### config.mk
export PLATFORM = sky130hd
export DESIGN_NAME = dqc_ctrl
export DESIGN_NICKNAME = d
export VERILOG_FILES = /design/src/rtl/dqc_pkg.sv /design/src/rtl/dqc_ctrl.sv
export SDC_FILE = /design/constraint.sdc
export NUM_CORES = 1
export LEC_CHECK = 0
export BUFFER_PORTS_ARGS = -buffer_cell sky130_fd_sc_hd__buf_4
export CAP_MARGIN = 20
export CORE_MARGIN = 2
export CORE_UTILIZATION = 47
export CTS_CLUSTER_SIZE = 16
export DETAILED_ROUTE_END_ITERATION = 10
export PLACE_DENSITY = 0.8
export SLEW_MARGIN = 10
export SYNTH_ARGS = -nofsm -noshare
export SYNTH_HDL_FRONTEND = slang
export SYNTH_SLANG_ARGS = --single-unit
### constraint.sdc
create_clock -name clk -period 4.3 [get_ports clk]
set_input_delay 0.86 -clock clk [delete_from_list [all_inputs] [get_ports clk]]
set_output_delay 0.86 -clock clk [all_outputs]
set_load 0.005 [all_outputs]
### src/rtl/dqc_pkg.sv
// shared types and command codes for the deque checker
package dqc_pkg;

    localparam int FIELD_W = 32;
    localparam int OCC_W   = 11;

    // command codes
    localparam logic [1:0] FUNC_ADD_FRONT  = 2'd0;
    localparam logic [1:0] FUNC_TAKE_FRONT = 2'd1;
    localparam logic [1:0] FUNC_ADD_BACK   = 2'd2;
    localparam logic [1:0] FUNC_TAKE_BACK  = 2'd3;

    typedef struct packed {
        logic [1:0]         func;
        logic [FIELD_W-1:0] value;
    } cmd_t;

    typedef struct packed {
        logic [FIELD_W-1:0] popped_value;
        logic               mismatch_now;
        logic               failed;
        logic               push_dropped;
        logic [OCC_W-1:0]   occupancy;
    } rsp_t;

    // command held between the pointer stage and the check stage
    typedef struct packed {
        logic               pop;
        logic               empty;
        logic               dropped;
        logic [FIELD_W-1:0] expect_value;
        logic [OCC_W-1:0]   occupancy;
    } pend_t;

endpackage

### src/rtl/dqc_ctrl.sv
// pointer and count stage: accepts commands and issues store accesses
module dqc_ctrl
    import dqc_pkg::*;
#(
    parameter int DEPTH      = 1024,
    parameter int DATA_WIDTH = 32
) (
    input  logic                     clk,
    input  logic                     rst_n,
    input  logic                     cmd_valid,
    output logic                     cmd_stall,
    input  cmd_t                     cmd,
    input  logic                     pend_take,
    output logic                     pend_valid,
    output pend_t                    pend,
    output logic                     mem_we,
    output logic [$clog2(DEPTH)-1:0] mem_waddr,
    output logic [DATA_WIDTH-1:0]    mem_wdata,
    output logic                     mem_re,
    output logic [$clog2(DEPTH)-1:0] mem_raddr
);

    localparam int PW = $clog2(DEPTH);
    localparam int CW = $clog2(DEPTH + 1);
    localparam logic [PW-1:0] PTR_LAST = PW'(DEPTH - 1);
    localparam logic [CW-1:0] CNT_FULL = CW'(DEPTH);

    logic [PW-1:0] front_reg, front_next;
    logic [PW-1:0] back_reg, back_next;
    logic [CW-1:0] count_reg, count_next;
    logic          pend_valid_reg, pend_valid_next;
    pend_t         pend_reg, pend_next;

    logic          accept;
    logic          full;
    logic          empty;
    logic [PW-1:0] front_inc, front_dec, back_inc, back_dec;
    logic [63:0]   value_ext;
    logic [CW+OCC_W-1:0] occ_ext;

    // handshake: hold off while the pending command cannot move on
    assign cmd_stall = pend_valid_reg && !pend_take;
    assign accept    = cmd_valid && !cmd_stall;

    assign full  = (count_reg == CNT_FULL);
    assign empty = (count_reg == '0);

    // ring neighbors of both pointers
    assign front_inc = (front_reg == PTR_LAST) ? '0 : front_reg + 1'b1;
    assign front_dec = (front_reg == '0) ? PTR_LAST : front_reg - 1'b1;
    assign back_inc  = (back_reg == PTR_LAST) ? '0 : back_reg + 1'b1;
    assign back_dec  = (back_reg == '0) ? PTR_LAST : back_reg - 1'b1;

    // only the low data bits are kept
    assign value_ext = {32'b0, cmd.value};
    assign mem_wdata = value_ext[DATA_WIDTH-1:0];

    // pointer, count and store access for the accepted beat
    always_comb
    begin
        front_next = front_reg;
        back_next  = back_reg;
        count_next = count_reg;
        mem_we     = 1'b0;
        mem_waddr  = front_reg;
        mem_re     = 1'b0;
        mem_raddr  = front_inc;
        if (accept)
        begin
            unique case (cmd.func)
                FUNC_ADD_FRONT:
                begin
                    mem_waddr = front_reg;
                    if (!full)
                    begin
                        mem_we     = 1'b1;
                        front_next = front_dec;
                        count_next = count_reg + 1'b1;
                    end
                end
                FUNC_ADD_BACK:
                begin
                    mem_waddr = back_reg;
                    if (!full)
                    begin
                        mem_we     = 1'b1;
                        back_next  = back_inc;
                        count_next = count_reg + 1'b1;
                    end
                end
                FUNC_TAKE_FRONT:
                begin
                    mem_raddr = front_inc;
                    if (!empty)
                    begin
                        mem_re     = 1'b1;
                        front_next = front_inc;
                        count_next = count_reg - 1'b1;
                    end
                end
                FUNC_TAKE_BACK:
                begin
                    mem_raddr = back_dec;
                    if (!empty)
                    begin
                        mem_re     = 1'b1;
                        back_next  = back_dec;
                        count_next = count_reg - 1'b1;
                    end
                end
                default:
                begin
                    mem_we = 1'b0;
                end
            endcase
            // drained queue sends both pointers home
            if (cmd.func[0] && count_reg == CW'(1))
            begin
                front_next = PTR_LAST;
                back_next  = '0;
            end
        end
    end

    // pending command for the check stage
    assign occ_ext = {{OCC_W{1'b0}}, count_next};

    always_comb
    begin
        pend_next              = pend_reg;
        pend_next.pop          = cmd.func[0];
        pend_next.empty        = empty;
        pend_next.dropped      = !cmd.func[0] && full;
        pend_next.expect_value = cmd.value;
        pend_next.occupancy    = occ_ext[OCC_W-1:0];
    end

    always_comb
    begin
        if (accept)
        begin
            pend_valid_next = 1'b1;
        end
        else if (pend_take)
        begin
            pend_valid_next = 1'b0;
        end
        else
        begin
            pend_valid_next = pend_valid_reg;
        end
    end

    // control state
    always_ff @(posedge clk or negedge rst_n)
    begin
        if (!rst_n)
        begin
            front_reg      <= PTR_LAST;
            back_reg       <= '0;
            count_reg      <= '0;
            pend_valid_reg <= 1'b0;
        end
        else
        begin
            front_reg      <= front_next;
            back_reg       <= back_next;
            count_reg      <= count_next;
            pend_valid_reg <= pend_valid_next;
        end
    end

    // pending payload
    always_ff @(posedge clk)
    begin
        if (accept)
        begin
            pend_reg <= pend_next;
        end
    end

    assign pend_valid = pend_valid_reg;
    assign pend       = pend_reg;

endmodule

== Word-level counts from Yosys, hierarchy flattened ==
Index checks and enable logic that the tools add are counted.
W data, S select, Z words.

* Bits in registers: 78
* Bits of input ports: 38
* Output and inout port bits: 102
* Word-level logic and storage cells: 72

* $add $sub $neg: 6
* Equality and inequality tests: 11
* Muxes and demuxes: 28
* Reduce and logical (&&, ||, !) cells: 18

{| class="wikitable"
|+ Operators with widths
! operator !! number
|-
| $mux W10 || 14
|-
| $pmux W10 S2 || 2
|-
| $mux W11 || 3
|-
| $pmux W11 S2 || 1
|-
| $add A10 B1 Y10 const B || 2
|-
| $eq A10 B10 Y1 const B || 2
|-
| $logic_not A10 Y1 || 2
|-
| $sub A10 B1 Y10 const B || 2
|-
| $ne A3 B3 Y1 const B || 4
|-
| $add A11 B1 Y11 const B || 1
|-
| $eq A11 B1 Y1 const B || 1
|-
| $eq A11 B11 Y1 const B || 1
|-
| $logic_not A11 Y1 || 1
|-
| $sub A11 B1 Y11 const B || 1
|-
| $mux W1 || 8
|-
| $reduce_and A4 Y1 || 2
|-
| $reduce_bool A3 Y1 || 2
|-
| $eq A2 B2 Y1 const B || 2
|-
| $logic_and A1 B1 Y1 || 4
|-
| $reduce_or A2 Y1 || 2
|-
| $logic_not A1 Y1 || 3
|-
| $eq A2 B1 Y1 const B || 1
|-
| $logic_not A2 Y1 || 1
|-
| $reduce_bool A2 Y1 || 1
|}

== Logic depth before layout (Yosys ltp) ==
Gate-level depths: netlist of the first run.

* Depth in word-level cells: 5
* Gate-level depth with buffers: 8
* Mapped depth without buffers: 7

== Least setup slack after synthesis of the first run ==
No wires, ideal clock.

* Path type: input -> output
* Start: input port pend_take
* End: output port mem_waddr[7]
* Arrival time: 3498 ps
* Required time: 3440 ps
* Path slack: -58 ps
* Stages: 6
* Path buffers: 1
* Path through: nand2b_1 > nand2_1 > clkinv_1 > nand3_1 > clkbuf_1 > mux2_2

* Word-level cells in the longest chain between the ends: 5

{| class="wikitable"
|+ RTL lines
! item !! line !! RTL
|-
| start: declaration || dqc_ctrl.sv:13 || <nowiki>input logic pend_take,</nowiki>
|-
| $logic_not A1 Y1 || dqc_ctrl.sv:42 || <nowiki>assign cmd_stall = pend_valid_reg && !pend_take;</nowiki>
|-
| $logic_and A1 B1 Y1 || dqc_ctrl.sv:42 ||
|-
| $logic_not A1 Y1 || dqc_ctrl.sv:43 || <nowiki>assign accept = cmd_valid && !cmd_stall;</nowiki>
|-
| $logic_and A1 B1 Y1 || dqc_ctrl.sv:43 ||
|-
| net accept || dqc_ctrl.sv:34 || <nowiki>logic accept;</nowiki>
|-
| $mux W10 || dqc_ctrl.sv:68 || <nowiki>if (accept)</nowiki>
|-
| end: declaration || dqc_ctrl.sv:17 || <nowiki>output logic [$clog2(DEPTH)-1:0] mem_waddr,</nowiki>
|}

The timed path passes the listed nets, and every way through them passes these cells.

== Worst setup path in the final report of the first run ==
* Start: register back_reg[0]
* End: output port mem_raddr[5]

* Word-level cells in the longest chain between the ends: 4
* Elaborated cells between the ends (all ways): 5
* Those cells by class: add/sub: 1; mux: 3; reduce/logical: 1

{| class="wikitable"
|+ RTL lines
! item !! line !! RTL
|-
| start: declaration || dqc_ctrl.sv:29 || <nowiki>logic [PW-1:0] back_reg, back_next;</nowiki>
|-
| start signal: assignment || dqc_ctrl.sv:167 || <nowiki>back_reg <= back_next;</nowiki>
|-
| $sub A10 B1 Y10 / $logic_not A10 Y1 (equally long branches) || dqc_ctrl.sv:52 || <nowiki>assign back_dec = (back_reg == '0) ? PTR_LAST : back_reg - 1'b1;</nowiki>
|-
| $mux W10 (*) || dqc_ctrl.sv:52 ||
|-
| $mux W10 (*) || dqc_ctrl.sv:70 || <nowiki>unique case (cmd.func)</nowiki>
|-
| $mux W10 (*) || dqc_ctrl.sv:68 ||
|-
| end: declaration || dqc_ctrl.sv:20 || <nowiki>output logic [$clog2(DEPTH)-1:0] mem_raddr</nowiki>
|}

Every way passes the cells marked *; elsewhere a longest branch is shown, timed or not.

==> out/qor.csv, run 1 <==
metric,value,unit
outcome,finished clean,
core area,9730,µm²
number of synthesized register bits,78,
cell mode on critical path,o21ai_0,
Slowest cell on crit path,nor3_1,
vias in the first global route,3848,
"most common cell after layout, fill and taps aside",buf_4,
CTS Hold Buffers Added,0,
Pint,1890,µW
fraction of layout cells with a size suffix above 1,32.4,%
pin count of the biggest net entering global routing,54,
DRC Markers,0,
Final Util,59.5,%
Peak VDD IR,294,µV
setup violators final,0,
Reg2Reg Setup Slack,1.70,ns
"CTS clk-pin slew, worst paths",0.08,ns
# diodes,0,
CP top delay family,simple AND/OR/NAND/NOR gates,
Crit Path Class,flop to output pin,
syn nets,523,
total power,3060,µW
WP data arrival,2.86,ns
max reg flops,46,
Syn Inst Count,477,
site row count,36,
Slew HR,35.8,%
Reg area,2190,µm²
Yosys Warn Count,0,
max_cap viols,0,
hold violation count in the final report,0,
fin cells,711,
area of the multi-input gates,2050,µm²
Synth Cell Area,4680,µm²
worst path bufs/invs,2,
fillers,834,
clock power share,20.0,%
1st-iter DRT viols,248,
Area growth syn-to-layout,23.5,%
"antenna viol nets, final",0,
global-route wire length before repair,20.0,mm
root buffer cell,clkbuf_8,
register share of total power,41.2,%
RePlAce Congestion,0.928,
area of placed instances,5570,µm²
Wirelength per Cell,17.2,µm
TNS Setup,0,ns
critical path endpoint category,output pin,
CP cell instances,"inv_1, ha_1, or4b_1, nor3_1, o21ai_0, o21ai_0, buf_4",
io pins,140,
die span in y,104,µm
"Min Clock Period, post-route",3.72,ns
Achievable Freq,269,MHz
via count,4128,
syn avg cell area,9.82,µm²
CTS tree,done,
max-slew violation count,0,
Yosys cell types,69,
slowest cell delay on critical path,0.62,ns
Finished Cell Area,5790,µm²
net switching power,1170,µW
fin crit share,86.6,%
Clock Sink Count,78,
Worst Setup Start Kind,flop,
RSZ-0062 raised after global routing,false,
Routed WL,12.2,mm
GRT overflow,0,
nets@finish,619,
"EDFF count, synth",46,
Worst Skew,0.00930,ns
most frequent cells in the layout,"buf_4, edfxtp_1, nand2_1",
# Post-CTS Setup Buffers,0,
die area,10800,µm²
Bufs on Longest Clock Path,2,
Cells after DPL,695,
P_leak,0.00242,µW
Switching Fraction,38.1,%
DR vias/cell,5.81,
power density of the placed cells,529,nW/µm²
post-cts sizing count,0,
Tot GR Track Use,22.7,%
ys flop type,edfxtp_1,
latest clock arrival within the worst-skew pair,0.36,ns
"Async S/R FF share, synth",41.0,%
starting density of the core,48.1,%
"Req. time, crit path",3.44,ns
Comb power frac,38.8,%
PortBufs,139,
Pre-antenna DRT Iters,4,
antenna violations before repair,0,
CP Max Fanout,7,
register area share after synthesis,46.8,%
die width,104,µm
CTS Buf Count,9,
Hold Crit Class,primary input to asynchronous set/reset pin,
Final HPWL DP,8.92,mm
Worst-Margin Slew,0.961,ns
Max H-tree Level,3,
[area by class of cell]
cell class,instances,area share (%)
clock inverters,6,1.62
flip-flops and latches,78,37.9
repair buffers,144,18.7
clock buffers,10,2.21
multi-input cells,321,35.4
inverters,19,1.25
well taps,133,2.88
[per-layer routing]
layer,track usage (%),wire length (µm),up-vias,share of wire (%)
met3,5.22,918,15,7.5
met2,38.0,6000,202,49
met5,0,0,-,0
met1,29.5,5150,1980,42
met4,6.56,162,0,1.3
li1,-,-,1931,-
[path summary, 6_finish.rpt]
kind / start / depth (start not counted) / end
setup / recovery: back_reg[0] / 7 / mem_raddr[5]
hold / removal: rst_n / 1 / back_reg[0]
setup reg to reg: back_reg[0] / 7 / back_reg[5]
hold reg to reg: pend_valid / 2 / pend_valid
max in group asynchronous: rst_n / 1 / front_reg[6]
min in group clk: pend_valid / 2 / pend_valid
[power by group through the flow]
stage / registers (µW) / logic [µW] / clock network (µW)
floorplan: 1110 / 859 / 0
global placement: 1260 / 1150 / 0
detailed placement: 1260 / 1180 / 0
CTS: 1250 / 1180 / 627
global route: 1290 / 1320 / 656
finish: 1260 / 1190 / 612
[kinds of logic (layout without fill, tap and decap cells)]
family                   count (synthesis)  count (layout)  synth area share, %
flip-flops                              78              78                 46.8
AO/OA/AOI/OAI                          125             125                 17.7
multiplexers                            10              10                 2.32
AND/OR/NAND/NOR                        157             157                 17.7
adder cells (fa/ha/maj)                  8               8                 2.14
buffers and inverters                   78             179                 9.37
XOR/XNOR                                21              21                 3.93
[stage by stage]
step           hold slack [ns]  worst slack, ns
6_report                 0.426            0.576
5_1_grt                  0.463            0.401
4_1_cts                  0.441            0.627
3_5_place_dp             0.532            0.961
3_3_place_gp             0.525            0.982
2_1_floorplan            0.503            0.601
[synthesized netlist by cell type, types with 4 or more instances]
cell type  instances  share of area, %
a211oi_1           7               1.1
nand4_1            8               1.1
mux2_2             7               1.7
dfstp_2           10               5.6
xnor2_1           11               2.1
or4_1              8               1.3
and4_1             5              0.93
clkbuf_1          20               1.6
nand3_1           14               1.5
a21oi_1           31               3.3
xor2_1            10               1.9
inv_1             18               1.4
nor3_1            15               1.6
a31oi_1            5              0.67
o22ai_1            7              0.93
nand2_1           39               3.1
nor2_1            32               2.6
edfxtp_1          46                29
o21ai_0           31               3.3
dfrtp_1           22                12
ha_1               8               2.1
nand2b_1           7              0.93
buf_4             32               5.1
a41oi_1            4              0.75
Note: power is estimated with default switching activity, not from simulation.
==> run 2: changes to the inputs <==
==> constraint.sdc (replaced) <==
create_clock -name clk -period 3 [get_ports clk]
set_input_delay 0.6 -clock clk [delete_from_list [all_inputs] [get_ports clk]]
set_output_delay 0.6 -clock clk [all_outputs]
set_load 0.005 [all_outputs]
==> run 2 against run 1 <==
  * First-iteration DRC count rose by 10%
  * Power rose by 48%
  * Design area rose by 4.0%
  * Clock-buffer cell count did not move
  * Sequential share of layout area fell by 1.4 points
  * Largest power group is now combinational cells
  * Critical endpoint is now mem_raddr[7]
  * Sequential cell count did not move
  * Clock power rose by 39%
  * Hold slack got worse by 0.25 ns
  * Global-route usage fell by 0.19 points
  * Largest cell class unchanged
==> out/qor.csv, run 2 (synthesized netlist as in run 1, its figures left out) <==
metric,value,unit
outcome,finished clean,
antenna violations before repair,0,
Tot GR Track Use,22.5,%
Hold Crit Class,primary input to asynchronous set/reset pin,
CTS Buf Count,9,
die width,104,µm
DR vias/cell,5.74,
R2R Path End,back_reg[0],
via count,4211,
fillers,830,
Bufs on Longest Clock Path,2,
Peak VDD IR,561,µV
critical path endpoint category,output pin,
CP Max Fanout,5,
Final Util,61.8,%
# diodes,0,
max_cap viols,0,
pin count of the biggest net entering global routing,54,
die area,10800,µm²
Final HPWL DP,8.89,mm
"antenna viol nets, final",0,
RSZ-0062 raised after global routing,true,
RePlAce Congestion,0.909,
root buffer cell,clkbuf_8,
max-slew violation count,0,
setup violators final,0,
Worst R2R Path Depth,5,
die span in y,104,µm
"Min Clock Period, post-route",2.96,ns
most frequent cells in the layout,"buf_4, edfxtp_1, nand2_1",
nets@finish,642,
fin cells,734,
io pins,140,
power density of the placed cells,754,nW/µm²
Worst-Margin Slew,0.746,ns
crit path from,back_reg[0],
hold violation count in the final report,0,
worst r2r src,count_reg[6],
Achievable Freq,338,MHz
Max H-tree Level,3,
Area growth syn-to-layout,28.4,%
Worst Setup EP,mem_raddr[7],
core area,9730,µm²
Reg2Reg Setup Slack,0.46,ns
latest clock arrival within the worst-skew pair,0.35,ns
CTS tree,done,
DRC Markers,0,
starting density of the core,48.1,%
Fin Hold WS,0.178,ns
Worst Skew,0.00827,ns
Clock Sink Count,78,
fraction of layout cells with a size suffix above 1,36.6,%
global-route wire length before repair,20.1,mm
Cells after DPL,710,
"most common cell after layout, fill and taps aside",buf_4,
Pre-antenna DRT Iters,5,
PortBufs,139,
vias in the first global route,4037,
max reg flops,46,
Routed WL,12.3,mm
Slew HR,49.9,%
Wirelength per Cell,16.8,µm
1st-iter DRT viols,273,
Crit Path Class,flop to output pin,
fin crit share,98.5,%
"CTS clk-pin slew, worst paths",0.08,ns
Worst Setup Start Kind,flop,
P_leak,0.00254,µW
total power,4530,µW
"Req. time, crit path",2.40,ns
site row count,36,
GRT overflow,0,
WP data arrival,2.36,ns
-- run 2: how the worst min path moves through the flow --
stage / startpoint / end / slack (ns) / cells after the start
floorplan: rst_n / back_reg[0] / 0.30 / 0
global placement: pend_valid / pend_valid / 0.53 / 2
detailed placement: pend_valid / pend_valid / 0.55 / 2
CTS: rst_n / count_reg[1] / 0.19 / 1
global route: rst_n / back_reg[7] / 0.21 / 1
finish: rst_n / count_reg[1] / 0.18 / 1
-- run 2: layer usage --
layer,routed length (µm),track usage [%]
met1,5080,28.8
met2,6200,38.5
met3,904,4.85
met4,131,6.37
met5,0,0
-- run 2: final cells by class --
cell class	count	area (µm²)	share of cell area (%)
sequential	78	2200	36.5
multi-input combinational	321	2110	35.0
timing repair buffer	167	1250	20.8
tap	133	166	2.77
clock buffer	10	128	2.12
clock inverter	6	87.6	1.46
inverter	19	78.8	1.31
-- run 2: through the flow --
step / cell area (µm²) / TNS [ns] / setup slack (ns)
floorplan: 4690 / 0 / 0.124
global placement: 5680 / 0 / 0.256
detailed placement: 5680 / 0 / 0.215
CTS: 5960 / 0 / 0.0186
global route: 6020 / -0.128 / -0.0859
finish: 6020 / 0 / 0.0436
-- run 2: critical path, cell delays in order (launching register included) --
cell	delay (ns)
dfrtp_2	0.45
inv_4	0.09
ha_4	0.15
or4b_4	0.48
o32ai_2	0.23
a21oi_1	0.09
a31o_2	0.24
o22ai_2	0.15
buf_4	0.13
-- run 2: power by group --
part | internal [µW] | switching, µW | total [µW]
Clock | 467 | 386 | 853
Sequential | 1430 | 348 | 1770
Combinational | 929 | 978 | 1910
Total | 2820 | 1710 | 4530
-- run 2: repair_timing --
item,in CTS,in global routing
pin swaps,0,0
setup endpoints to repair,6,7
hold buffers,0,0
resized for setup,10,7
buffers inserted,3,5
==> run 3: changes to the inputs <==
--- a/config.mk
+++ b/config.mk
@@ -5,13 +5,15 @@
 export SDC_FILE = /design/constraint.sdc
 export NUM_CORES = 1
 export LEC_CHECK = 0
-export BUFFER_PORTS_ARGS = -buffer_cell sky130_fd_sc_hd__buf_4
+export ABC_AREA = 1
 export CAP_MARGIN = 20
 export CORE_MARGIN = 2
-export CORE_UTILIZATION = 47
+export CORE_UTILIZATION = 50
 export CTS_CLUSTER_SIZE = 16
 export DETAILED_ROUTE_END_ITERATION = 10
-export PLACE_DENSITY = 0.8
+export DONT_BUFFER_PORTS = 1
+export MAX_ROUTING_LAYER = met4
+export PLACE_DENSITY = 0.71
 export SLEW_MARGIN = 10
 export SYNTH_ARGS = -nofsm -noshare
 export SYNTH_HDL_FRONTEND = slang
==> run 3 against run 2 <==
  * Clock power decreased by 15%
  * Design area decreased by 16%
  * Clock-buffer cell count fell by 1
  * Sequential share of layout area rose by 7.1 points
  * Highest routed layer unchanged
==> out/qor.csv, run 3 <==
metric,value,unit
root buffer cell,clkbuf_8,
CTS tree,done,
RePlAce Congestion,0.937,
cell mode on critical path,nand2_1,
"antenna viol nets, final",0,
critical path endpoint category,output pin,
fin cells,740,
R2R Path End,pend[9],
max reg flops,46,
CTS Buf Count,9,
hold violation count in the final report,0,
total power,4760,µW
area of the multi-input gates,2190,µm²
Final Util,51.8,%
latest clock arrival within the worst-skew pair,0.36,ns
Slew HR,65.9,%
antenna violations before repair,0,
DR vias/cell,5.42,
Syn Inst Count,636,
Pre-antenna DRT Iters,5,
syn nets,682,
crit path from,back_reg[0],
Crit Path Class,flop to output pin,
Max H-tree Level,3,
PortBufs,0,
1st-iter DRT viols,247,
Yosys Warn Count,0,
most frequent cells in the layout,"nand2_1, nand3_1, inv_1",
via count,4009,
P_leak,0.00232,µW
Final HPWL DP,9.37,mm
Reg2Reg Setup Slack,0.98,ns
worst r2r src,count_reg[0],
"EDFF count, synth",46,
starting density of the core,51.3,%
Hold Crit Class,primary input to asynchronous set/reset pin,
CP cell instances,"inv_2, ha_1, nand2_1, nor2_2, nand4_1, buf_4, nand2_1, nand2_1, nand2_1",
number of synthesized register bits,78,
Synth Cell Area,4990,µm²
die span in y,104,µm
site row count,36,
Achievable Freq,369,MHz
slowest cell delay on critical path,0.48,ns
core area,9730,µm²
most common cell in the synthesized netlist,nand2_1,
Area contributors post-synth,"edfxtp_1, nand2_1, dfrtp_1, nand3_1, dfstp_2",
max_cap viols,0,
vias in the first global route,3880,
max-slew violation count,0,
DRC Markers,0,
Place WS,0.496,ns
Clock Sink Count,78,
nets@finish,648,
Wirelength per Cell,16.5,µm
setup violators final,0,
"Req. time, crit path",2.40,ns
CP Max Fanout,7,
register area share after synthesis,44.0,%
Worst R2R Path Depth,11,
Peak VDD IR,311,µV
die width,104,µm
fin crit share,90.2,%
"Min Clock Period, post-route",2.71,ns
Cells after DPL,722,
pin count of the biggest net entering global routing,61,
Yosys cell types,37,
Bufs on Longest Clock Path,2,
Area growth syn-to-layout,0.902,%
TNS Setup,0,ns
Setup WS post-layout,0.293,ns
RSZ-0062 raised after global routing,false,
outcome,finished clean,
Tot GR Track Use,23.7,%
# diodes,0,
Worst Skew,0.00992,ns
global-route wire length before repair,19.8,mm
area share of the largest cell type after synthesis,27.7,%
"Async S/R FF share, synth",41.0,%
fillers,964,
fraction of layout cells with a size suffix above 1,11.7,%
"most common cell after layout, fill and taps aside",nand2_1,
io pins,140,
worst path bufs/invs,2,
power density of the placed cells,945,nW/µm²
GRT overflow,0,
Routed WL,12.2,mm
Reg area,2190,µm²
Worst-Margin Slew,0.512,ns
"CTS clk-pin slew, worst paths",0.09,ns
CP top delay family,simple AND/OR/NAND/NOR gates,
WP data arrival,2.11,ns
ys flop type,edfxtp_1,
Worst Setup Start Kind,flop,
Yosys top cell by area,edfxtp_1,
Slowest cell on crit path,dfrtp_1,
syn avg cell area,7.85,µm²
die area,10800,µm²
top post-synthesis cells by count,"nand2_1, nand3_1, inv_1",
==> run 3: cells by family (layout without fill, tap and decap cells) <==
| family | count (synthesis) | count (layout) | synth area share [%] |
|---|---|---|---|
| AND/OR/NAND/NOR | 356 | 356 | 32.5 |
| buffers and inverters | 117 | 88 | 12.2 |
| flip-flops | 78 | 78 | 44.0 |
| AO/OA/AOI/OAI | 61 | 61 | 6.54 |
| XOR/XNOR | 16 | 16 | 2.81 |
| adder cells (fa/ha/maj) | 8 | 8 | 2.01 |
==> run 3: timing repair <==
item	in CTS	in global routing
hold buffers	1	0
setup endpoints to repair	0	8
endpoints found under the hold margin	22	0
setup buffers	0	1
gates resized for setup	0	5
==> run 3: cell type report <==
cell class | instances | area share, %
clock buffers | 9 | 2.46
multi-input cells | 441 | 43.5
well taps | 133 | 3.30
repair buffers | 5 | 0.944
inverters | 67 | 5.04
flip-flops and latches | 78 | 43.6
clock inverters | 7 | 1.22
==> run 3: how the worst max path moves through the flow <==
stage	end	slack, ns	cells past startpoint
final	mem_raddr[5]	0.29	9
after global routing	mem_raddr[3]	0.04	8
after CTS	mem_raddr[3]	0.08	8
after detailed placement	mem_raddr[3]	0.50	8
after global placement	mem_raddr[3]	0.56	8
after floorplan	pend[2]	0.77	6
==> run 3: worst register-to-register path: stages, from the launching register on <==
cell and delay, ns:
dfrtp_1 0.41, inv_1 0.16, ha_1 0.22, nand2_4 0.08
nor2_8 0.14, nand2_1 0.21, nand2_2 0.18, inv_1 0.08
nand3_1 0.07, nand2_1 0.05, nand2_1 0.04, o21ai_0 0.11
==> run 3: per-layer routing <==
metal | GRT usage (%) | share of wire [%] | vias to the layer above | wire length, µm
li1 | - | - | 1965 | -
met1 | 29.4 | 44 | 1879 | 5410
met2 | 38.3 | 49 | 153 | 5930
met3 | 6.39 | 5.9 | 12 | 718
met4 | 6.66 | 1.0 | 0 | 127
met5 | - | 0 | - | 0
==> run 3: where the power goes <==
part | internal, µW | switching (µW) | total [µW]
Combinational | 708 | 1430 | 2140
Clock | 317 | 412 | 729
Sequential | 1470 | 425 | 1900
Total | 2500 | 2260 | 4760
==> run 3: metrics by stage <==
stage | hold WS, ns | instance area (µm²)
floorplan | 0.304 | 4990
global placement | 0.305 | 4840
detailed placement | 0.306 | 4840
CTS | 0.0499 | 5030
global route | 0.0377 | 5040
finish | 0.0765 | 5040
